===== config.mk =====
export PLATFORM = sky130hd
export DESIGN_NAME = metaball_field_bounce_core
export DESIGN_NICKNAME = d
export VERILOG_FILES = /design/src/rtl/mfb_pkg.sv /design/src/rtl/metaball_field_bounce_core.sv
export VERILOG_INCLUDE_DIRS = /design/src /design/src/rtl
export SDC_FILE = /design/constraint.sdc
export NUM_CORES = 2
export LEC_CHECK = 0
export BUFFER_PORTS_ARGS = -buffer_cell sky130_fd_sc_hd__buf_4
export CORE_MARGIN = 3
export CORE_UTILIZATION = 65
export CTS_CLUSTER_SIZE = 25
export DETAILED_ROUTE_END_ITERATION = 12
export GPL_TIMING_DRIVEN = 0
export PLACE_DENSITY = 0.82
export SYNTH_ARGS = -nofsm -noshare
export SYNTH_HDL_FRONTEND = slang
export SYNTH_SLANG_ARGS = --single-unit
export TNS_END_PERCENT = 10

===== constraint.sdc =====
create_clock -name clk -period 22.6 [get_ports clk]
set_input_delay 2.26 -clock clk [delete_from_list [all_inputs] [get_ports clk]]
set_output_delay 2.26 -clock clk [all_outputs]
set_load 0.02 [all_outputs]

===== src/rtl/assert_macros.svh =====
// Assertion macros used by the RTL of the metaball field core.
// Depends on nothing; include by bare file name.
`ifndef ASSERT_MACROS_SVH
`define ASSERT_MACROS_SVH

// Check a condition at every rising clock edge outside reset.
`define ASSERT_HOLDS(lbl, clk, rst, cond) \
  lbl: assert property (@(posedge clk) disable iff (rst) (cond)) \
    else $error("assertion failed");

// Check that an antecedent implies a consequent in the same cycle.
`define ASSERT_IMPL(lbl, clk, rst, ante, cons) \
  lbl: assert property (@(posedge clk) disable iff (rst) (ante) |-> (cons)) \
    else $error("assertion failed");

`endif


===== src/rtl/mfb_pkg.sv =====
// Package for the metaball field core: field widths, codes, table entry type.
// Depends on nothing.
package mfb_pkg;

  localparam int POS_W = 18;
  localparam int RAD_W = 12;
  localparam int VEL_W = 9;
  localparam int PIX_W = 12;
  localparam int ACT_W = 5;
  localparam int SUM_W = 24;
  localparam int FUNC_W = 2;
  localparam int IDX_W = 4;
  localparam int CFG_IDX_W = 2;

  localparam int DEF_MAX_CIRCLES = 16;
  localparam int DEF_SUM_FRACTION_BITS = 16;

  localparam logic [PIX_W-1:0] RST_SCREEN_WIDTH = 12'd1024;
  localparam logic [PIX_W-1:0] RST_SCREEN_HEIGHT = 12'd768;
  localparam logic [ACT_W-1:0] RST_ACTIVE_CIRCLES = 5'd16;

  localparam logic [FUNC_W-1:0] FUNC_LOAD = 2'd0;
  localparam logic [FUNC_W-1:0] FUNC_TICK = 2'd1;
  localparam logic [FUNC_W-1:0] FUNC_QUERY = 2'd2;

  localparam logic [CFG_IDX_W-1:0] CFG_SCREEN_WIDTH = 2'd0;
  localparam logic [CFG_IDX_W-1:0] CFG_SCREEN_HEIGHT = 2'd1;
  localparam logic [CFG_IDX_W-1:0] CFG_ACTIVE_CIRCLES = 2'd2;

  typedef logic signed [POS_W-1:0] pos_t;
  typedef logic [RAD_W-1:0] rad_t;
  typedef logic signed [VEL_W-1:0] vel_t;

  typedef struct packed {
    pos_t cx;
    pos_t cy;
    rad_t r;
    vel_t vx;
    vel_t vy;
  } circ_t;

endpackage


===== src/rtl/metaball_field_bounce_core.sv =====
// Metaball field core: circle table, tick mover and field-sum query engine.
// Depends on mfb_pkg and assert_macros.svh.
//
//  channel   direction  signals                          moves
//  s_*       in         s_tvalid s_tready s_tdata s_tuser one item (load/tick/query)
//  m_*       out        m_tvalid m_tready m_tdata         one result per item
//  cfg_*     in         cfg_valid cfg_ready cfg_index cfg_data  one register write
//
// Sequencing: a tick reads and writes back each active circle in turn; a query
//   reads each active circle in turn (stopping early on saturation) through the
//   shared 18x18 multiplier used three times per circle and the 24-step divider.
// The table is a single-port memory with registered read; valid bits read
//   unwritten entries as zero.
// Reset: synchronous, clears control state and valid bits, loads config defaults; datapath regs are not reset.
// Stalls: s_tready is high only while idle; a finished result waits in the
//   output register and the block accepts the next item meanwhile.
`include "assert_macros.svh"

module metaball_field_bounce_core #(
  parameter int MAX_CIRCLES = mfb_pkg::DEF_MAX_CIRCLES,
  parameter int SUM_FRACTION_BITS = mfb_pkg::DEF_SUM_FRACTION_BITS
) (
  input  logic        clk,
  input  logic        rst,
  input  logic        s_tvalid,
  output logic        s_tready,
  // circle_index[3:0] pos_x[21:4] pos_y[39:22] radius_in[51:40]
  // vel_x[60:52] vel_y[69:61], zero fill above
  input  logic [71:0] s_tdata,
  // func[1:0]
  input  logic [1:0]  s_tuser,
  output logic        m_tvalid,
  input  logic        m_tready,
  // inside_res[0] field_sum[24:1], zero fill above
  output logic [31:0] m_tdata,
  input  logic        cfg_valid,
  output logic        cfg_ready,
  input  logic [1:0]  cfg_index,
  input  logic [11:0] cfg_data
);

  localparam int AW = (MAX_CIRCLES > 1) ? $clog2(MAX_CIRCLES) : 1;
  localparam int CNTW = $clog2(MAX_CIRCLES + 1);
  localparam int SUM_W = mfb_pkg::SUM_W;
  localparam int MAG_W = mfb_pkg::POS_W;        // |dx|, |dy| magnitude width
  localparam int PROD_W = 2 * MAG_W;
  localparam int DW = PROD_W + 1;               // squared distance width
  localparam int NW = SUM_W + SUM_FRACTION_BITS; // dividend width
  localparam int HI_W = NW - SUM_W;
  localparam int DCW = $clog2(SUM_W);

  localparam logic [3:0] S_IDLE = 4'd0;
  localparam logic [3:0] S_READ = 4'd1;
  localparam logic [3:0] S_MOVE = 4'd2;
  localparam logic [3:0] S_DIFF = 4'd3;
  localparam logic [3:0] S_MULX = 4'd4;
  localparam logic [3:0] S_MULY = 4'd5;
  localparam logic [3:0] S_MULR = 4'd6;
  localparam logic [3:0] S_DIV0 = 4'd7;
  localparam logic [3:0] S_DIV = 4'd8;
  localparam logic [3:0] S_ACC = 4'd9;
  localparam logic [3:0] S_DONE = 4'd10;

  // Input field split
  logic [mfb_pkg::FUNC_W-1:0] func;
  logic [mfb_pkg::IDX_W-1:0] circle_index;
  mfb_pkg::pos_t pos_x, pos_y;
  mfb_pkg::rad_t radius_in;
  mfb_pkg::vel_t vel_x, vel_y;

  assign func = s_tuser;
  assign circle_index = s_tdata[3:0];
  assign pos_x = s_tdata[21:4];
  assign pos_y = s_tdata[39:22];
  assign radius_in = s_tdata[51:40];
  assign vel_x = s_tdata[60:52];
  assign vel_y = s_tdata[69:61];

  // Configuration registers
  logic [mfb_pkg::PIX_W-1:0] screen_width, screen_height;
  logic [mfb_pkg::ACT_W-1:0] active_circles;

  assign cfg_ready = 1'b1;

  always_ff @(posedge clk) begin
    if (rst) begin
      screen_width <= mfb_pkg::RST_SCREEN_WIDTH;
      screen_height <= mfb_pkg::RST_SCREEN_HEIGHT;
      active_circles <= mfb_pkg::RST_ACTIVE_CIRCLES;
    end else if (cfg_valid && cfg_ready) begin
      unique case (cfg_index)
        mfb_pkg::CFG_SCREEN_WIDTH: screen_width <= cfg_data;
        mfb_pkg::CFG_SCREEN_HEIGHT: screen_height <= cfg_data;
        mfb_pkg::CFG_ACTIVE_CIRCLES: active_circles <= cfg_data[mfb_pkg::ACT_W-1:0];
        default: ;
      endcase
    end
  end

  // Sequencer and datapath registers
  logic [3:0] state;
  logic [CNTW-1:0] cnt, nused;
  logic is_tick;
  mfb_pkg::pos_t qx, qy;
  logic [MAG_W-1:0] adx, ady;
  logic [PROD_W-1:0] prod;
  logic [DW-1:0] d2;
  logic [DW-1:0] rem;
  logic [SUM_W-1:0] lo;
  logic [DCW-1:0] dcnt;
  logic [SUM_W-1:0] sum;
  logic sat;

  // Circle table memory and valid bits
  mfb_pkg::circ_t mem [MAX_CIRCLES];
  logic [MAX_CIRCLES-1:0] vld;
  mfb_pkg::circ_t rd_word;
  logic rd_vld;
  mfb_pkg::circ_t ent;
  logic mem_we;
  logic [AW-1:0] mem_waddr;
  mfb_pkg::circ_t mem_wdata;
  logic [AW-1:0] cnt_addr;

  logic accept;
  logic load_ok;
  logic [CNTW-1:0] nused_next;
  logic [CNTW-1:0] cnt_next;
  logic last;
  mfb_pkg::circ_t moved;

  // Shared multiplier
  logic [MAG_W-1:0] mul_a, mul_b;
  logic [PROD_W-1:0] mul_p;

  // Division helpers
  logic [NW-1:0] num;
  logic [HI_W-1:0] num_hi;
  logic [DW:0] trial;
  logic trial_ge;

  logic signed [mfb_pkg::POS_W:0] dx, dy;
  logic out_free;
  logic in_field;

  function automatic logic past_edge(input mfb_pkg::pos_t c, input mfb_pkg::rad_t r,
                                     input logic [mfb_pkg::PIX_W-1:0] pix);
    logic signed [19:0] twice, hi, rr;
    twice = $signed({c[17], c, 1'b0});
    hi = $signed({3'b000, pix, 5'b00000}) - $signed({8'd0, r});
    rr = $signed({8'd0, r});
    return (twice > hi) || (twice < rr);
  endfunction

  // Negate a velocity; minus the most negative value clips to the top.
  function automatic mfb_pkg::vel_t neg_vel(input mfb_pkg::vel_t v);
    logic signed [9:0] n;
    n = -$signed({v[8], v});
    return (n > 10'sd255) ? 9'sd255 : n[8:0];
  endfunction

  // Add velocity to centre, clip to the position range.
  function automatic mfb_pkg::pos_t step_pos(input mfb_pkg::pos_t c, input mfb_pkg::vel_t v);
    logic [18:0] s;
    s = {c[17], c} + {{10{v[8]}}, v};
    if (s[18] != s[17]) begin
      return s[18] ? {1'b1, 17'd0} : {1'b0, {17{1'b1}}};
    end
    return s[17:0];
  endfunction

  assign s_tready = (state == S_IDLE);
  assign accept = s_tvalid && s_tready;
  assign load_ok = (32'(circle_index) < MAX_CIRCLES);
  assign nused_next = (32'(active_circles) > MAX_CIRCLES) ? CNTW'(MAX_CIRCLES)
                                                          : CNTW'(active_circles);
  assign cnt_addr = cnt[AW-1:0];
  assign cnt_next = cnt + 1'b1;
  assign last = (cnt_next == nused);
  assign ent = rd_vld ? rd_word : '0;

  always_comb begin
    moved = ent;
    if (past_edge(ent.cx, ent.r, screen_width)) begin
      moved.vx = neg_vel(ent.vx);
    end
    if (past_edge(ent.cy, ent.r, screen_height)) begin
      moved.vy = neg_vel(ent.vy);
    end
    moved.cx = step_pos(ent.cx, moved.vx);
    moved.cy = step_pos(ent.cy, moved.vy);
  end

  // One write port: load on accept, write back during a tick
  always_comb begin
    mem_we = 1'b0;
    mem_waddr = cnt_addr;
    mem_wdata = moved;
    if (accept && func == mfb_pkg::FUNC_LOAD && load_ok) begin
      mem_we = 1'b1;
      mem_waddr = AW'(circle_index);
      mem_wdata.cx = pos_x;
      mem_wdata.cy = pos_y;
      mem_wdata.r = radius_in;
      mem_wdata.vx = vel_x;
      mem_wdata.vy = vel_y;
    end else if (state == S_MOVE) begin
      mem_we = 1'b1;
    end
  end

  always_ff @(posedge clk) begin
    if (mem_we) begin
      mem[mem_waddr] <= mem_wdata;
    end
    if (state == S_READ) begin
      rd_word <= mem[cnt_addr];
    end
  end

  always_ff @(posedge clk) begin
    if (rst) begin
      vld <= '0;
      rd_vld <= 1'b0;
    end else begin
      if (mem_we) begin
        vld[mem_waddr] <= 1'b1;
      end
      if (state == S_READ) begin
        rd_vld <= vld[cnt_addr];
      end
    end
  end

  // Shared multiplier operand select
  always_comb begin
    mul_a = adx;
    mul_b = adx;
    if (state == S_MULY) begin
      mul_a = ady;
      mul_b = ady;
    end else if (state == S_MULR) begin
      mul_a = MAG_W'(ent.r);
      mul_b = MAG_W'(ent.r);
    end
  end
  assign mul_p = mul_a * mul_b;

  assign dx = $signed({qx[17], qx}) - $signed({ent.cx[17], ent.cx});
  assign dy = $signed({qy[17], qy}) - $signed({ent.cy[17], ent.cy});

  assign num = {prod[SUM_W-1:0], {SUM_FRACTION_BITS{1'b0}}};
  assign num_hi = num[NW-1:SUM_W];
  assign trial = {rem, lo[SUM_W-1]};
  assign trial_ge = (trial >= {1'b0, d2});

  assign out_free = !m_tvalid || m_tready;
  assign in_field = sat || ({1'b0, sum} > ((SUM_W + 1)'(1) << SUM_FRACTION_BITS));

  always_ff @(posedge clk) begin
    if (rst) begin
      state <= S_IDLE;
      cnt <= '0;
      nused <= '0;
      is_tick <= 1'b0;
      sum <= '0;
      sat <= 1'b0;
      dcnt <= '0;
      m_tvalid <= 1'b0;
    end else begin
      // drop valid after the transfer unless a new result loads this cycle
      if (m_tvalid && m_tready && state != S_DONE) begin
        m_tvalid <= 1'b0;
      end
      unique case (state)
        S_IDLE: begin
          if (accept) begin
            sum <= '0;
            sat <= 1'b0;
            cnt <= '0;
            nused <= nused_next;
            is_tick <= (func == mfb_pkg::FUNC_TICK);
            unique case (func) inside
              mfb_pkg::FUNC_TICK, mfb_pkg::FUNC_QUERY: begin
                state <= (nused_next == '0) ? S_DONE : S_READ;
              end
              default: state <= S_DONE;
            endcase
          end
        end
        S_READ: state <= is_tick ? S_MOVE : S_DIFF;
        S_MOVE: begin
          cnt <= cnt_next;
          state <= last ? S_DONE : S_READ;
        end
        S_DIFF: state <= S_MULX;
        S_MULX: state <= S_MULY;
        S_MULY: state <= S_MULR;
        S_MULR: state <= S_DIV0;
        S_DIV0: begin
          // zero distance or a term of 2^24 or more: saturate and stop
          if (d2 == '0 || DW'(num_hi) >= d2) begin
            sat <= 1'b1;
            state <= S_DONE;
          end else begin
            dcnt <= DCW'(SUM_W - 1);
            state <= S_DIV;
          end
        end
        S_DIV: begin
          if (dcnt == '0) begin
            state <= S_ACC;
          end else begin
            dcnt <= dcnt - 1'b1;
          end
        end
        S_ACC: begin
          if (lo > ('1 - sum)) begin
            sat <= 1'b1;
            state <= S_DONE;
          end else begin
            sum <= sum + lo;
            cnt <= cnt_next;
            state <= last ? S_DONE : S_READ;
          end
        end
        S_DONE: begin
          if (out_free) begin
            m_tvalid <= 1'b1;
            state <= S_IDLE;
          end
        end
        default: state <= S_IDLE;
      endcase
    end
  end

  // Datapath registers, no reset
  always_ff @(posedge clk) begin
    if (accept) begin
      qx <= pos_x;
      qy <= pos_y;
    end
    if (state == S_DIFF) begin
      adx <= dx[18] ? MAG_W'(-dx) : MAG_W'(dx);
      ady <= dy[18] ? MAG_W'(-dy) : MAG_W'(dy);
    end
    if (state == S_MULX || state == S_MULY || state == S_MULR) begin
      prod <= mul_p;
    end
    if (state == S_MULY) begin
      d2 <= DW'(prod);
    end
    if (state == S_MULR) begin
      d2 <= d2 + DW'(prod);
    end
    if (state == S_DIV0) begin
      rem <= DW'(num_hi);
      lo <= num[SUM_W-1:0];
    end
    if (state == S_DIV) begin
      // restoring step: quotient bit shifts in as dividend bit shifts out
      rem <= trial_ge ? DW'(trial - {1'b0, d2}) : trial[DW-1:0];
      lo <= {lo[SUM_W-2:0], trial_ge};
    end
    if (state == S_DONE && out_free) begin
      m_tdata <= {7'd0, sat ? {SUM_W{1'b1}} : sum, in_field};
    end
  end

  // Remainder stays below the divisor through the whole division
  `ASSERT_IMPL(a_div_rem, clk, rst, state == S_DIV, rem < d2)
  // Table walk never runs past the active count
  `ASSERT_IMPL(a_cnt_range, clk, rst, state == S_READ, cnt < nused)
  // An inside result always carries a nonzero sum
  `ASSERT_IMPL(a_inside_sum, clk, rst, m_tvalid && m_tdata[0], m_tdata[24:1] != '0)

endmodule

After elaboration in Yosys (flattened, before gate mapping) --
Memories as Yosys holds them, arrays and structs flattened. A register that Yosys moved wholly into a read port is not among the register bits. Cells that the tools add are included. Widths: inputs -> output; s select.
Word-level totals: register bits 323, memory bits (writable) 1056, input bits 93, output and inout port bits 35, memories kept 1
Memory list:
- mem | words 16, bits a word 66, read ports 1, clocked after memory_dff 1, wr ports 1, RTL line metaball_field_bounce_core.sv:115 | mfb_pkg::circ_t mem [MAX_CIRCLES];
Cells by class: add/sub/neg operators 16, multipliers 1, order comparisons 14, equality and inequality tests 26, multiplexer cells 61, bitwise logic cells 1, reduce and logical (&&, ||, !) cells 35
Operator list (number):
- $mux 37 | 5
- $mux 18 | 10
- $mux 66 | 2
- $mux 24 | 4
- $pmux 24 s2 | 1
- $pmux 4 s11 | 1
- $add 18x9->19 | 2
- $ge 38x37->1 | 1
- $gt 19x18->1 | 2
- $lt 19x13->1 | 2
- $sub 18x18->19 | 2
- $add 37x36->37 | 1
- $ge 16x37->1 | 1
- $logic_not 37->1 | 1
- $sub 37x37->37 | 1
- $mul 18x18->36 | 1
- $mux 9 | 4
- $neg 18->18 | 2
- $sub 17x12->18 | 2
- $mux 4 | 8
- $mux 5 | 5
- $add 24x24->24 | 1
- $gt 24x17->1 const B | 1
- $gt 24x24->1 | 1
- 39 further kinds | 93

Logic depth before layout (Yosys ltp) --
word-level depth 10, depth in mapped cells 42, gate-level depth less buffers 36

Least setup slack after synthesis --
No wires, ideal clock.
kind register to register, start register rd_vld, end memory mem[0][30] (netlist name), data pin, library setup time 0.303 ns, arrival 8.673 ns, path slack 13.625 ns, stages on the path, launching flop included 42, path buffers 6, cells stage by stage dfxtp_1 -> clkbuf_1 -> clkbuf_1 -> clkbuf_1 -> nand2_1 -> ha_1 -> a21o_1 -> a21o_1 -> a21oi_1 -> o21ai_0 -> a21oi_1 -> nor2b_1 -> nor3_1 -> xnor2_1 -> ha_1 -> a21o_1 -> a21o_1 -> a21oi_1 -> (+6 left out) -> inv_1 -> or2_2 -> ha_1 -> nand2_1 -> o21ai_1 -> or4_1 -> a311oi_1 -> o21bai_1 -> a21o_1 -> a31oi_1 -> o21bai_1 -> a21oi_1 -> xnor2_1 -> ha_1 -> clkbuf_2 -> o311ai_2 -> clkbuf_1 -> a31oi_1
RTL lines:
- start, declared | RTL line metaball_field_bounce_core.sv:118 | logic rd_vld;
- start signal, assigned | RTL line metaball_field_bounce_core.sv:230 | rd_vld <= vld[cnt_addr];
- end, declared | RTL line metaball_field_bounce_core.sv:115

==> impl_metrics.py <==
metrics = {
    "run_status": {
        "status": "finished, violations left",
        "violations": "max-capacitance violations, max-slew violations",
    },
    "synthesis": {
        "avgSynthCellArea_um2": 13.82,
        "async_reset_ff_share_pct": 0,
        "synth-edff-count": 1352,
        "synth-seq-area-share_pct": 55.87,
        "yosysWarnings": 0,
        "synth_cell_types": 93,
        "netlist_instances": 5497,
        "yosys_register_bits": 1444,
        "synth-main-ff-cell": "edfxtp_1",
        "syn_area_um2": 75970,
    },
    "layout": {
        "area_delta_synth_final_pct": 11.84,
        "utilization_pct": 73.80,
        "final_nets": 6535,
        "layout-drive-gt1-share_pct": 14.35,
        "final_area_um2": 84960,
        "fin_cells": 7474,
    },
    "worst_setup_path": {
        "r2r_end": "mem[2][36]",
        "critPathTopFamily": "compound AO/OA/AOI/OAI gates",
        "critPathBufInv": 8,
        "cp-start-kind": "register",
        "crit_top_cell": "a21oi_1",
        "cp.arrival_ns": 14.01,
        "worstSetupEndpointType": "register",
        "timing.reg2reg.setup_slack_ns": 9.01,
        "cp_max_fo": 16,
        "required_ns": 23.02,
        "r2r_start": "rd_vld",
        "slowest_stage": "clkbuf_1",
        "cpPeakStageDelay_ns": 1.04,
        "r2r_cells": 42,
        "critPathKind": "reg2reg",
    },
    "power_and_ir_drop": {
        "p_total_mw": 12.91,
        "p_sw_share_pct": 39.92,
        "power_leakage_nw": 31.95,
        "power.internal_mw": 7.755,
        "p_sw_mw": 5.154,
        "vdd_drop_max_v": 0.0004826,
        "seq_power_share_pct": 29.0,
        "power.share.clock_pct": 18.8,
        "p_comb_share_pct": 52.2,
        "power_density_nw_per_um2": 151.9,
    },
    "drt": {
        "route.antenna.remaining_nets": 0,
        "wl_um": 227900,
        "drc": 0,
        "viasPerCell": 6.919,
        "drtIter0Drc": 7118,
        "first_pass_iters": 12,
        "vias": 51710,
        "routedWlPerCell_um": 30.50,
    },
    "sta": {
        "setup_ws_ns": 9.007,
        "slew_headroom_pct": -7.761,
        "post-route-period-util_pct": 60.15,
        "fmax_mhz": 73.57,
        "finalSetupViolations": 0,
        "period_needed_ns": 13.59,
        "hold_viol_final": 0,
        "tightest_slew_ns": 1.616,
        "final_max_slew_viol_count": 32,
        "skew_ns": 0.06386,
        "finalSetupTns_ns": 0,
        "holdWs_ns": 0.4647,
        "rsz0062_at_grt": "no",
    },
    "place": {
        "dp_cells": 7193,
        "numPortBuffers": 116,
        "placed_area_um2": 80070,
        "dp_slack_ns": 9.794,
        "hpwlAfterDp_um": 150500,
        "gp_congestion": 0.9854,
    },
    "clock_tree": {
        "insertion_delay_ns": 0.80,
        "cts_htree_levels": 4,
        "cts_resized": 0,
        "cts_tree": "done",
        "cts.path.max_buffers": 3,
        "clk_pin_slew_ns": 0.06,
        "cts_hold_buffers": 0,
        "postCtsSetupRepairBufs": 0,
        "root_buffer": "clkbuf_16",
        "numCtsBuffers": 144,
        "cts.sinks": 1444,
    },
    "worst_hold_path": {
        "worstHoldStart": "is_tick",
        "min_to": "is_tick",
        "whs_path_depth": 2,
        "hold_path.class": "reg2reg",
    },
    "die": {
        "die_area_um2": 121000,
        "die_w_um": 347.9,
        "num_rows": 124,
        "coreArea_um2": 115100,
        "die_y_um": 347.9,
        "ios": 128,
        "start_util_pct": 65.99,
    },
    "grt": {
        "grt-ovfl-total": 0,
        "grt_max_degree": 62,
        "grt_pass1_wl_um": 333900,
        "grt_pass1_vias": 51930,
        "antenna_found_initial": 19,
        "grtUsageTotal_pct": 37.91,
    },
    "job": {
        "cap_violations": 3,
    },
}
[routing by layer]
layer,part of all wire (%),track usage (%),vias up,wire length (um)
met5,0.088,0.5887,-,201
li1,-,-,21280,-
met1,33,46.21,25330,74840
met4,7.9,23.67,18,17900
met3,12,10.50,1086,28150
met2,47,60.53,3992,106800
[cells by family (layout without fill, tap and decap cells)]
group	after synthesis	count (layout)	share of synthesized area, %
other	2	17	0.009886
adder cells (fa/ha/maj)	607	607	12.20
AND/OR/NAND/NOR	1213	1213	7.323
buffers and inverters	669	1119	3.378
AO/OA/AOI/OAI	945	945	7.947
multiplexers	382	382	10.57
flip-flops	1444	1444	55.87
XOR/XNOR	235	235	2.709
[cell usage after synthesis (37+ instances only)]
cell type	count	area (um2)
nand3_1	50	250.2
nand4_1	39	244.0
a21oi_1	248	1241
mux4_2	335	7545
or2_2	40	250.2
clkbuf_1	140	525.5
xnor2_1	159	1393
nand2b_1	37	231.5
edfxtp_1	1352	40600
nor2_1	350	1314
nor3_1	62	310.3
xor2_1	76	665.6
o21a_1	49	367.9
inv_1	463	1738
dfxtp_1	92	1842
fa_1	223	4464
nand2_1	453	1700
ha_1	384	4805
and3_1	43	269.0
mux2i_1	38	380.4
o21ai_0	203	1016
a21o_1	117	878.3
buf_1	42	157.7
a31oi_1	50	312.8
[layout by cell type (no fill, tap or decap), drive strengths merged, types with 11 or more instances in the layout]
cell type,count
a31oi,50
a211oi,32
a21o,118
buf,243
o31ai,18
ha,384
mux4,335
and3,43
inv,470
or2,41
o211ai,23
a31o,16
nand2b,37
xnor2,159
clkbuf,322
o31a,11
dfxtp,92
xor2,76
or3,22
o21ai,231
mux2i,38
a21oi,248
nor4,24
nor2b,30
nor3,63
bufinv,11
nand3,51
edfxtp,1352
nor2,350
o21bai,27
a22oi,21
nand2,453
nand4,39
o21a,49
fa,223
clkinv,70
[final cells by class]
| type | instances | area, um2 |
|---|---|---|
| clock inverters | 83 | 914.6 |
| well taps | 1512 | 1892 |
| multi-input cells | 3390 | 31200 |
| flip-flops and latches | 1444 | 42440 |
| inverters | 471 | 1769 |
| clock buffers | 181 | 3835 |
| fillers | 6928 | 30160 |
| plain buffers | 198 | 799.5 |
| repair buffers | 186 | 2088 |
| diodes | 9 | 22.52 |
[worst max-delay path by stage]
stage	startpoint	endpoint	slack, ns	cells past startpoint
finish	rd_vld	mem[2][36]	9.01	42
global route	rd_vld	mem[2][36]	8.71	42
CTS	rd_vld	mem[12][30]	9.46	42
detailed placement	rd_vld	mem[10][34]	9.79	42
global placement	rd_vld	mem[13][30]	9.03	41
floorplan	rd_vld	mem[0][30]	13.62	41
[power groups by stage]
stage | clock network (mW) | logic (mW) | registers [mW]
after floorplan | 0 | 4.88 | 3.74
after global placement | 0 | 6.39 | 3.81
after detailed placement | 0 | 6.58 | 3.78
after CTS | 2.43 | 6.67 | 3.74
after global routing | 2.52 | 7.48 | 3.75
final | 2.43 | 6.74 | 3.74
[flip-flops by register name, summed over array words and instances, names as in the netlist, 16 cells and up]
signal / count
rem: 37
lo: 24
vld: 16
rd_word: 66
sum: 24
d2: 37
ady: 18
prod: 35
mem: 1056
qx: 18
m_tdata: 25
adx: 18
qy: 18
[worst min-delay path: stages (launching register included)]
cell and delay (ns):
dfxtp_1 0.31, nand2_1 0.05, a21oi_1 0.05
Note: power is estimated with default switching activity, not from simulation.
